===== src/rtl/fls_pkg.sv =====
package fls_pkg;

    // Field and register widths
    localparam int CFG_W     = 16;
    localparam int CNT_W     = 32;
    localparam int RAND_W    = 32;
    localparam int CFG_NUM   = 8;
    localparam int CFG_IDX_W = 4;
    localparam int BIT_CNT_W = $clog2(RAND_W);

    // Default duration multiplier
    localparam int unsigned CYCLE_MULT_DEF = 1;

    // Register indexes
    localparam int CFG_ON_MIN    = 0;
    localparam int CFG_ON_MAX    = 1;
    localparam int CFG_OFF_MIN   = 2;
    localparam int CFG_OFF_MAX   = 3;
    localparam int CFG_PAUSE_MIN = 4;
    localparam int CFG_PAUSE_MAX = 5;
    localparam int CFG_RUN_MIN   = 6;
    localparam int CFG_RUN_MAX   = 7;

    // Request codes
    typedef logic [1:0] req_t;
    localparam req_t REQ_TICK    = 2'd0;
    localparam req_t REQ_ENABLE  = 2'd1;
    localparam req_t REQ_DISABLE = 2'd2;

    // Light modes
    typedef logic [1:0] mode_t;
    localparam mode_t MODE_DISABLED = 2'd0;
    localparam mode_t MODE_ON       = 2'd1;
    localparam mode_t MODE_OFF      = 2'd2;
    localparam mode_t MODE_PAUSED   = 2'd3;

    // Duration ranges that a draw can use
    typedef enum logic [1:0] {
        RANGE_ON,
        RANGE_OFF,
        RANGE_PAUSE,
        RANGE_RUN
    } range_t;

    typedef struct packed {
        logic [1:0]        req_type;
        logic [RAND_W-1:0] rand_first;
        logic [RAND_W-1:0] rand_second;
    } in_item_t;

    typedef struct packed {
        logic [1:0] light_state;
        logic       state_changed;
    } out_item_t;

    // One duration draw: which range, which random word, which counter
    typedef struct packed {
        range_t rng;
        logic   use_second;
        logic   to_run;
    } draw_job_t;

    typedef struct packed {
        logic      load_item;
        logic      set_mode;
        mode_t     mode;
        logic      dec_phase;
        logic      dec_run;
        logic      mul;
        logic      span;
        logic      div_step;
        logic      load_dest;
        draw_job_t job;
        logic      emit;
        logic      emit_forced;
    } dp_cmd_t;

    typedef struct packed {
        req_t  req_type;
        mode_t mode;
        logic  phase_exp;
        logic  run_exp;
    } dp_status_t;

endpackage


===== src/rtl/fls_ctrl.sv =====
module fls_ctrl (
    input  logic                clk,
    input  logic                rst_n,
    input  logic                in_valid,
    output logic                in_stall,
    output logic                out_valid,
    input  logic                out_stall,
    input  fls_pkg::dp_status_t status,
    output fls_pkg::dp_cmd_t    cmd
);

    typedef enum logic [2:0] {
        S_IDLE,
        S_EXEC,
        S_CHECK,
        S_MUL,
        S_SPAN,
        S_DIV,
        S_LOAD,
        S_EMIT
    } state_t;

    state_t                         state_reg, state_next;
    logic                           out_valid_reg, out_valid_next;
    logic [fls_pkg::BIT_CNT_W-1:0]  bit_cnt_reg, bit_cnt_next;
    fls_pkg::draw_job_t             job_a_reg, job_a_next;
    fls_pkg::draw_job_t             job_b_reg, job_b_next;
    logic                           two_jobs_reg, two_jobs_next;
    logic                           job_sel_reg, job_sel_next;
    fls_pkg::mode_t                 toggled;
    fls_pkg::range_t                toggle_rng;

    assign in_stall  = (state_reg != S_IDLE);
    assign out_valid = out_valid_reg;

    // Mode and range after a phase expiry while flickering
    assign toggled    = (status.mode == fls_pkg::MODE_ON) ? fls_pkg::MODE_OFF
                                                          : fls_pkg::MODE_ON;
    assign toggle_rng = (status.mode == fls_pkg::MODE_ON) ? fls_pkg::RANGE_OFF
                                                          : fls_pkg::RANGE_ON;

    // Sequence one item and issue datapath commands
    always_comb
    begin
        state_next     = state_reg;
        out_valid_next = out_valid_reg;
        bit_cnt_next   = bit_cnt_reg;
        job_a_next     = job_a_reg;
        job_b_next     = job_b_reg;
        two_jobs_next  = two_jobs_reg;
        job_sel_next   = job_sel_reg;
        cmd            = '0;
        cmd.job        = job_sel_reg ? job_b_reg : job_a_reg;

        // Drop the result once its transfer completes
        if (out_valid_reg && !out_stall)
        begin
            out_valid_next = 1'b0;
        end

        case (state_reg)
            S_IDLE:
            begin
                if (in_valid)
                begin
                    cmd.load_item = 1'b1;
                    state_next    = S_EXEC;
                end
            end
            S_EXEC:
            begin
                case (status.req_type)
                    fls_pkg::REQ_ENABLE:
                    begin
                        if (status.mode == fls_pkg::MODE_DISABLED)
                        begin
                            cmd.set_mode = 1'b1;
                            cmd.mode     = fls_pkg::MODE_ON;
                        end
                        state_next = S_IDLE;
                    end
                    fls_pkg::REQ_DISABLE:
                    begin
                        cmd.set_mode = 1'b1;
                        cmd.mode     = fls_pkg::MODE_DISABLED;
                        state_next   = S_EMIT;
                    end
                    fls_pkg::REQ_TICK:
                    begin
                        if (status.mode == fls_pkg::MODE_DISABLED)
                        begin
                            state_next = S_IDLE;
                        end
                        else
                        begin
                            cmd.dec_phase = 1'b1;
                            cmd.dec_run   = (status.mode != fls_pkg::MODE_PAUSED);
                            state_next    = S_CHECK;
                        end
                    end
                    default:
                    begin
                        state_next = S_IDLE;
                    end
                endcase
            end
            S_CHECK:
            begin
                job_sel_next = 1'b0;
                if (status.mode == fls_pkg::MODE_PAUSED)
                begin
                    // Pause over: reload run length, then an on duration
                    if (status.phase_exp)
                    begin
                        cmd.set_mode  = 1'b1;
                        cmd.mode      = fls_pkg::MODE_ON;
                        job_a_next    = '{rng: fls_pkg::RANGE_RUN, use_second: 1'b0,
                                          to_run: 1'b1};
                        job_b_next    = '{rng: fls_pkg::RANGE_ON, use_second: 1'b1,
                                          to_run: 1'b0};
                        two_jobs_next = 1'b1;
                        state_next    = S_MUL;
                    end
                    else
                    begin
                        state_next = S_EMIT;
                    end
                end
                else if (status.run_exp)
                begin
                    // Pause overrides any toggle draw; it takes the second word
                    // when a toggle draw would have come first
                    cmd.set_mode  = 1'b1;
                    cmd.mode      = fls_pkg::MODE_PAUSED;
                    job_a_next    = '{rng: fls_pkg::RANGE_PAUSE, use_second: status.phase_exp,
                                      to_run: 1'b0};
                    two_jobs_next = 1'b0;
                    state_next    = S_MUL;
                end
                else if (status.phase_exp)
                begin
                    cmd.set_mode  = 1'b1;
                    cmd.mode      = toggled;
                    job_a_next    = '{rng: toggle_rng, use_second: 1'b0, to_run: 1'b0};
                    two_jobs_next = 1'b0;
                    state_next    = S_MUL;
                end
                else
                begin
                    state_next = S_EMIT;
                end
            end
            S_MUL:
            begin
                cmd.mul    = 1'b1;
                state_next = S_SPAN;
            end
            S_SPAN:
            begin
                cmd.span     = 1'b1;
                bit_cnt_next = fls_pkg::BIT_CNT_W'(fls_pkg::RAND_W - 1);
                state_next   = S_DIV;
            end
            S_DIV:
            begin
                cmd.div_step = 1'b1;
                if (bit_cnt_reg == '0)
                begin
                    state_next = S_LOAD;
                end
                else
                begin
                    bit_cnt_next = bit_cnt_reg - 1'b1;
                end
            end
            S_LOAD:
            begin
                cmd.load_dest = 1'b1;
                if (two_jobs_reg && !job_sel_reg)
                begin
                    job_sel_next = 1'b1;
                    state_next   = S_MUL;
                end
                else
                begin
                    state_next = S_EMIT;
                end
            end
            S_EMIT:
            begin
                // Wait for the output register to free up
                if (!out_valid_reg || !out_stall)
                begin
                    cmd.emit        = 1'b1;
                    cmd.emit_forced = (status.req_type == fls_pkg::REQ_DISABLE);
                    out_valid_next  = 1'b1;
                    state_next      = S_IDLE;
                end
            end
            default:
            begin
                state_next = S_IDLE;
            end
        endcase
    end

    // Hold state and sequencing registers
    always_ff @(posedge clk or negedge rst_n)
    begin
        if (!rst_n)
        begin
            state_reg     <= S_IDLE;
            out_valid_reg <= 1'b0;
            bit_cnt_reg   <= '0;
            job_a_reg     <= '0;
            job_b_reg     <= '0;
            two_jobs_reg  <= 1'b0;
            job_sel_reg   <= 1'b0;
        end
        else
        begin
            state_reg     <= state_next;
            out_valid_reg <= out_valid_next;
            bit_cnt_reg   <= bit_cnt_next;
            job_a_reg     <= job_a_next;
            job_b_reg     <= job_b_next;
            two_jobs_reg  <= two_jobs_next;
            job_sel_reg   <= job_sel_next;
        end
    end

endmodule


===== src/rtl/fls_datapath.sv =====
module fls_datapath #(
    parameter int unsigned CYCLE_MULT = fls_pkg::CYCLE_MULT_DEF
) (
    input  logic                            clk,
    input  logic                            rst_n,
    input  fls_pkg::in_item_t               in_item,
    input  fls_pkg::dp_cmd_t                cmd,
    output fls_pkg::dp_status_t             status,
    input  logic                            cfg_write,
    input  logic [fls_pkg::CFG_IDX_W-1:0]   cfg_index,
    input  logic [fls_pkg::CFG_W-1:0]       cfg_data,
    output fls_pkg::out_item_t              out_item
);

    localparam int MULT_W = $clog2(CYCLE_MULT + 1);
    localparam int PROD_W = fls_pkg::CFG_W + MULT_W;
    localparam int SEL_W  = $clog2(fls_pkg::CFG_NUM);

    logic [fls_pkg::CFG_W-1:0]   cfg_reg [fls_pkg::CFG_NUM];
    fls_pkg::mode_t              mode_reg;
    fls_pkg::mode_t              before_reg;
    logic [fls_pkg::CNT_W-1:0]   phase_reg;
    logic [fls_pkg::CNT_W-1:0]   run_reg;
    fls_pkg::in_item_t           item_reg;
    logic [PROD_W-1:0]           lo_reg;
    logic [PROD_W-1:0]           hi_reg;
    logic [PROD_W-1:0]           span_reg;
    logic [PROD_W-1:0]           rem_reg, rem_next;
    logic [fls_pkg::RAND_W-1:0]  shift_reg;
    fls_pkg::out_item_t          out_item_reg;

    logic [fls_pkg::CFG_W-1:0]   bound_min;
    logic [fls_pkg::CFG_W-1:0]   bound_max;
    logic [PROD_W:0]             trial;
    logic [PROD_W-1:0]           draw_val;

    // Report latched request, mode and counter expiry
    assign status.req_type  = item_reg.req_type;
    assign status.mode      = mode_reg;
    assign status.phase_exp = (phase_reg == '0) || phase_reg[fls_pkg::CNT_W-1];
    assign status.run_exp   = (run_reg == '0) || run_reg[fls_pkg::CNT_W-1];

    assign out_item = out_item_reg;

    // Select the bounds of the active draw
    always_comb
    begin
        case (cmd.job.rng)
            fls_pkg::RANGE_ON:
            begin
                bound_min = cfg_reg[fls_pkg::CFG_ON_MIN];
                bound_max = cfg_reg[fls_pkg::CFG_ON_MAX];
            end
            fls_pkg::RANGE_OFF:
            begin
                bound_min = cfg_reg[fls_pkg::CFG_OFF_MIN];
                bound_max = cfg_reg[fls_pkg::CFG_OFF_MAX];
            end
            fls_pkg::RANGE_PAUSE:
            begin
                bound_min = cfg_reg[fls_pkg::CFG_PAUSE_MIN];
                bound_max = cfg_reg[fls_pkg::CFG_PAUSE_MAX];
            end
            default:
            begin
                bound_min = cfg_reg[fls_pkg::CFG_RUN_MIN];
                bound_max = cfg_reg[fls_pkg::CFG_RUN_MAX];
            end
        endcase
    end

    // One restoring remainder step: shift in the next random bit
    always_comb
    begin
        trial = {rem_reg, shift_reg[fls_pkg::RAND_W-1]};
        if (trial >= {1'b0, span_reg})
        begin
            rem_next = PROD_W'(trial - {1'b0, span_reg});
        end
        else
        begin
            rem_next = PROD_W'(trial);
        end
    end

    // Duration is the low bound, plus the remainder when the span is nonzero
    assign draw_val = (span_reg == '0) ? lo_reg : (lo_reg + rem_reg);

    // Hold configuration, mode and counters
    always_ff @(posedge clk or negedge rst_n)
    begin
        if (!rst_n)
        begin
            for (int i = 0; i < fls_pkg::CFG_NUM; i++)
            begin
                cfg_reg[i] <= '0;
            end
            mode_reg  <= fls_pkg::MODE_DISABLED;
            phase_reg <= '0;
            run_reg   <= '0;
        end
        else
        begin
            if (cfg_write && (cfg_index < fls_pkg::CFG_IDX_W'(fls_pkg::CFG_NUM)))
            begin
                cfg_reg[cfg_index[SEL_W-1:0]] <= cfg_data;
            end
            if (cmd.set_mode)
            begin
                mode_reg <= cmd.mode;
            end
            if (cmd.dec_phase)
            begin
                phase_reg <= phase_reg - 1'b1;
            end
            if (cmd.dec_run)
            begin
                run_reg <= run_reg - 1'b1;
            end
            if (cmd.load_dest)
            begin
                if (cmd.job.to_run)
                begin
                    run_reg <= fls_pkg::CNT_W'(draw_val);
                end
                else
                begin
                    phase_reg <= fls_pkg::CNT_W'(draw_val);
                end
            end
        end
    end

    // Capture the item, run the draw unit and load the result
    always_ff @(posedge clk)
    begin
        if (cmd.load_item)
        begin
            item_reg <= in_item;
        end
        if (cmd.dec_phase)
        begin
            before_reg <= mode_reg;
        end
        if (cmd.mul)
        begin
            lo_reg    <= PROD_W'(bound_min) * PROD_W'(CYCLE_MULT);
            hi_reg    <= PROD_W'(bound_max) * PROD_W'(CYCLE_MULT);
            shift_reg <= cmd.job.use_second ? item_reg.rand_second : item_reg.rand_first;
        end
        if (cmd.span)
        begin
            span_reg <= (hi_reg > lo_reg) ? (hi_reg - lo_reg) : '0;
            rem_reg  <= '0;
        end
        if (cmd.div_step)
        begin
            rem_reg   <= rem_next;
            shift_reg <= {shift_reg[fls_pkg::RAND_W-2:0], 1'b0};
        end
        if (cmd.emit)
        begin
            out_item_reg.light_state   <= mode_reg;
            out_item_reg.state_changed <= cmd.emit_forced || (mode_reg != before_reg);
        end
    end

endmodule


===== src/rtl/flicker_light_sequencer.sv =====
// Light-flicker sequencer. Each accepted item is worked on alone, and the
// input stalls until it is done. Each duration draw runs multiply, span, a
// remainder of the 32-bit random word and load; a toggle or pause entry
// draws once and the end of a pause draws twice. The remainder unit works
// one random bit per cycle. Enable gives no result; disable always gives
// one. A finished result waits in an output register, so the next item can be
// accepted while it is stalled. Configuration writes are taken in any cycle
// (ready is always high); indexes above 7 are ignored.
module flicker_light_sequencer #(
    parameter int unsigned CYCLE_MULT = fls_pkg::CYCLE_MULT_DEF
) (
    input  logic                            clk,
    input  logic                            rst_n,
    input  logic                            in_valid,
    output logic                            in_stall,
    input  fls_pkg::in_item_t               in_item,
    output logic                            out_valid,
    input  logic                            out_stall,
    output fls_pkg::out_item_t              out_item,
    input  logic                            cfg_valid,
    output logic                            cfg_ready,
    input  logic [fls_pkg::CFG_IDX_W-1:0]   cfg_index,
    input  logic [fls_pkg::CFG_W-1:0]       cfg_data
);

    fls_pkg::dp_cmd_t    cmd;
    fls_pkg::dp_status_t status;

    assign cfg_ready = 1'b1;

    fls_ctrl u_ctrl (
        .clk       (clk),
        .rst_n     (rst_n),
        .in_valid  (in_valid),
        .in_stall  (in_stall),
        .out_valid (out_valid),
        .out_stall (out_stall),
        .status    (status),
        .cmd       (cmd)
    );

    fls_datapath #(
        .CYCLE_MULT (CYCLE_MULT)
    ) u_datapath (
        .clk       (clk),
        .rst_n     (rst_n),
        .in_item   (in_item),
        .cmd       (cmd),
        .status    (status),
        .cfg_write (cfg_valid && cfg_ready),
        .cfg_index (cfg_index),
        .cfg_data  (cfg_data),
        .out_item  (out_item)
    );

endmodule


===== config.mk =====
export PLATFORM = sky130hd
export DESIGN_NAME = flicker_light_sequencer
export DESIGN_NICKNAME = d
export VERILOG_FILES = /design/src/rtl/fls_pkg.sv /design/src/rtl/fls_ctrl.sv /design/src/rtl/fls_datapath.sv /design/src/rtl/flicker_light_sequencer.sv
export SDC_FILE = /design/constraint.sdc
export NUM_CORES = 1
export LEC_CHECK = 0
export ABC_AREA = 1
export BUFFER_PORTS_ARGS = -buffer_cell sky130_fd_sc_hd__buf_4
export CORE_MARGIN = 2
export CORE_UTILIZATION = 60
export CTS_CLUSTER_DIAMETER = 50
export DETAILED_ROUTE_END_ITERATION = 7
export PLACE_DENSITY = 0.78
export SYNTH_ARGS = -nofsm -noshare
export SYNTH_HDL_FRONTEND = slang
export SYNTH_SLANG_ARGS = --single-unit

===== constraint.sdc =====
create_clock -name clk -period 4.5 [get_ports clk]
set_clock_uncertainty 0.2 [all_clocks]
set_input_delay 0.45 -clock clk [delete_from_list [all_inputs] [get_ports clk]]
set_output_delay 0.45 -clock clk [all_outputs]
set_load 0.02 [all_outputs]

==> flow_summary.ini <==
[timing]
fin_crit_ns = 3.147
hold-worst-slack_ns = 0.08113
setup-tns-final_ns = 0
fin_ws_ns = 1.353
report.final.slew_viol_count = 0
relSlewSlack = 0.1341
post-route-period-util = 0.6994
rsz0062_at_grt = false
hold_viol_final = 0
max_freq_mhz = 317.7
finalSetupViolations = 0
tightest_slew_ns = 1.295

[worst_setup_path]
cp_cell_sequence = ha_1 > a21oi_1 > o21ai_0 > nor2_1 > o21ai_0 > nor2_1 > buf_4 > nand2_1 > nor2_1 > nor2_1
worst_setup_path_end_kind = flip-flop
r2r-end = u_datapath.rem_reg[13]
crit_path_max_incr_delay_ns = 0.50
reg2reg_depth = 10
crit_start = u_datapath.rem_reg[14]
rr_startpoint = u_datapath.rem_reg[14]
start_kind = flip-flop
regToRegSetupSlack_ns = 1.35
critPathSlowestCell = edfxtp_1
crit_family = simple AND/OR/NAND/NOR gates
cp_data_required_time_ns = 4.62
worstPathMaxFanout = 21
cpMostUsedCell = nor2_1
crit_arrival_ns = 3.26
crit_type = flip-flop to flip-flop
worst-path-buf-inv = 1

[logic_synthesis]
synth.distinct_cells = 46
synth-seq-cells = 378
ys_warn_count = 0
yosysSeqAreaShare = 0.5230
synth_area_um2 = 19690
avgSynthCellArea_um2 = 8.373
syn_inst = 2351
synth.net_count = 2507

[route]
wl_met2_um = 25640
drt.antenna.violating_nets = 0
drc = 0
wl_met1_um = 22180
vias = 17061
routed_via_density = 5.670
top_layer = met5
wl_met3_um = 4005
dr.pass1.iters = 6
wirelength_um = 53730
detail_route.wl_per_cell_um = 17.86
drtIter0Drc = 1369

[min_path]
hp-class = input pin to flip-flop
hold_end = u_datapath.cfg_reg[44]
hold_path_depth = 4
hp-start = cfg_index[1]

[global_routing]
grt_pass1_wl_um = 85890
grtUsageTotal = 0.3241
antenna_found_initial = 5
grt_pass1_vias = 16830
grt_max_degree = 115
grt_remaining_overflow = 0

[die]
start_util = 0.6066
die_w_um = 185.1
die-area_um2 = 34270
fp-row-count = 66
core-area_um2 = 32450
die_height_um = 185.1
ioPinCount = 97

[placement]
routabilityCongestion = 0.9590
dp_hpwl_um = 36420
pre_cts_ws_ns = 1.496
port_buffers = 95

[cts]
clockBufferDepth = 3
cts.clk_slew.worst_paths_ns = 0.06
cts_tree = built
h-tree-depth = 2
postCtsSetupRepairBufs = 0
cts_made_buffers = 44
cts_resized = 0
clock-sinks = 378
clkLatencyLatePin_ns = 0.58
root_buffer = clkbuf_16

[cells_and_area]
final_cell_mix = nand2_1 (660), nor2_1 (270), o21ai_0 (241), inv_1 (231), dfrtp_1 (209)
final_common_cell = nand2_1
area_growth_pct = 17.77
largest_reg_flops = 128
finalNetCount = 2685
drive_gt1_frac = 0.08580

[power]
p_per_area_nw_per_um2 = 662.0
ir_drop_v = 0.0004271
p_leak_uw = 0.01066

[flow_run]
maxCapViolCount = 0

[run_status]
outcome = finished clean
## through the flow
stage,util,power (µW),std cells,cell area [µm²]
2_1_floorplan,-,9730,2351,19690
3_3_place_gp,0.6430,11490,2840,20870
3_5_place_dp,0.6430,11620,2840,20870
4_1_cts,0.7141,15230,3006,23180
5_1_grt,0.7143,16400,3008,23180
6_report,0.7144,15350,3009,23180
## worst max-delay path by stage
stage                                   to  slack, ns  cells past startpoint
floorplan           u_datapath.item_reg[0]       0.28                      3
global placement    u_datapath.rem_reg[11]       1.57                     10
detailed placement   u_datapath.rem_reg[6]       1.50                     10
CTS                 u_datapath.rem_reg[13]       1.44                     10
global route        u_datapath.rem_reg[13]       1.14                     10
finish              u_datapath.rem_reg[13]       1.35                     10
## logic make-up after synthesis
kind of cell | count (synthesis) | share of synthesized area
flops | 378 | 0.5230
fa+ha+maj | 65 | 0.04246
compound gates | 391 | 0.1056
xor+xnor | 59 | 0.02625
other cells | 1 | 0.0001905
buf+inv | 302 | 0.05879
simple gates | 1155 | 0.2437
## tightest hold or removal path, cell delays in order
cell and delay (ns):
buf_4 0.12, nor3_2 0.10, nand2_1 0.07, o21ai_0 0.07
## power breakdown
part | total, µW | internal (µW) | leakage, µW | switching [µW]
sequential | 5490 | 4830 | 0.00422 | 659
clock | 3520 | 2030 | 0.000718 | 1490
combinational | 6340 | 2030 | 0.00572 | 4310
total | 15300 | 8890 | 0.0107 | 6460
## Yosys cell counts (all sizes together)
master | number | area (µm²)
nor3 | 22 | 125.1
xnor2 | 32 | 280.3
nor4 | 4 | 25.02
clkinv | 2 | 7.510
nand4 | 41 | 256.5
edfxtp | 168 | 5045
o2111ai | 10 | 87.58
nand3 | 121 | 638.1
o22ai | 11 | 68.82
conb | 1 | 3.750
nand3b | 10 | 75.07
a21boi | 1 | 7.510
inv | 233 | 874.6
nand2 | 663 | 2496
and3 | 1 | 6.260
o21ai | 248 | 1241
nor2 | 286 | 1131
ha | 62 | 775.7
fa | 3 | 60.06
o211ai | 4 | 30.03
a31oi | 2 | 27.53
dfrtp | 209 | 5230
a21oi | 99 | 495.5
o21a | 3 | 22.52
and2 | 2 | 12.51
or2 | 5 | 31.29
clkbuf | 54 | 202.7
a21o | 2 | 15.01
o21bai | 5 | 37.54
dfxtp | 1 | 20.02
xor2 | 27 | 236.5
a2111oi | 1 | 8.760
buf | 13 | 72.57
a22oi | 5 | 37.54
## routing by layer
metal | global-route usage | vias to the layer above
li1 | - | 8119
met1 | 0.4209 | 8157
met2 | 0.5317 | 649
met3 | 0.07000 | 132
met4 | 0.1321 | 4
met5 | 0 | -
## cell type report
| type | instances | area (µm²) |
|---|---|---|
| Antenna cell | 3 | 7.507 |
| Clock buffer | 57 | 1274 |
| Clock inverter | 24 | 182.7 |
| Fill cell | 2451 | 9270 |
| Inverter | 235 | 882.1 |
| Multi-Input combinational cell | 1671 | 8277 |
| Sequential cell | 378 | 10290 |
| Tap cell | 442 | 553.0 |
| Timing Repair Buffer | 199 | 1713 |
## timing repair
item,CTS,global route
hold buffers,85,0
endpoints found under the hold margin,201,0
setup endpoints to repair,0,0
No activity file was read; power rests on OpenSTA's default activity.
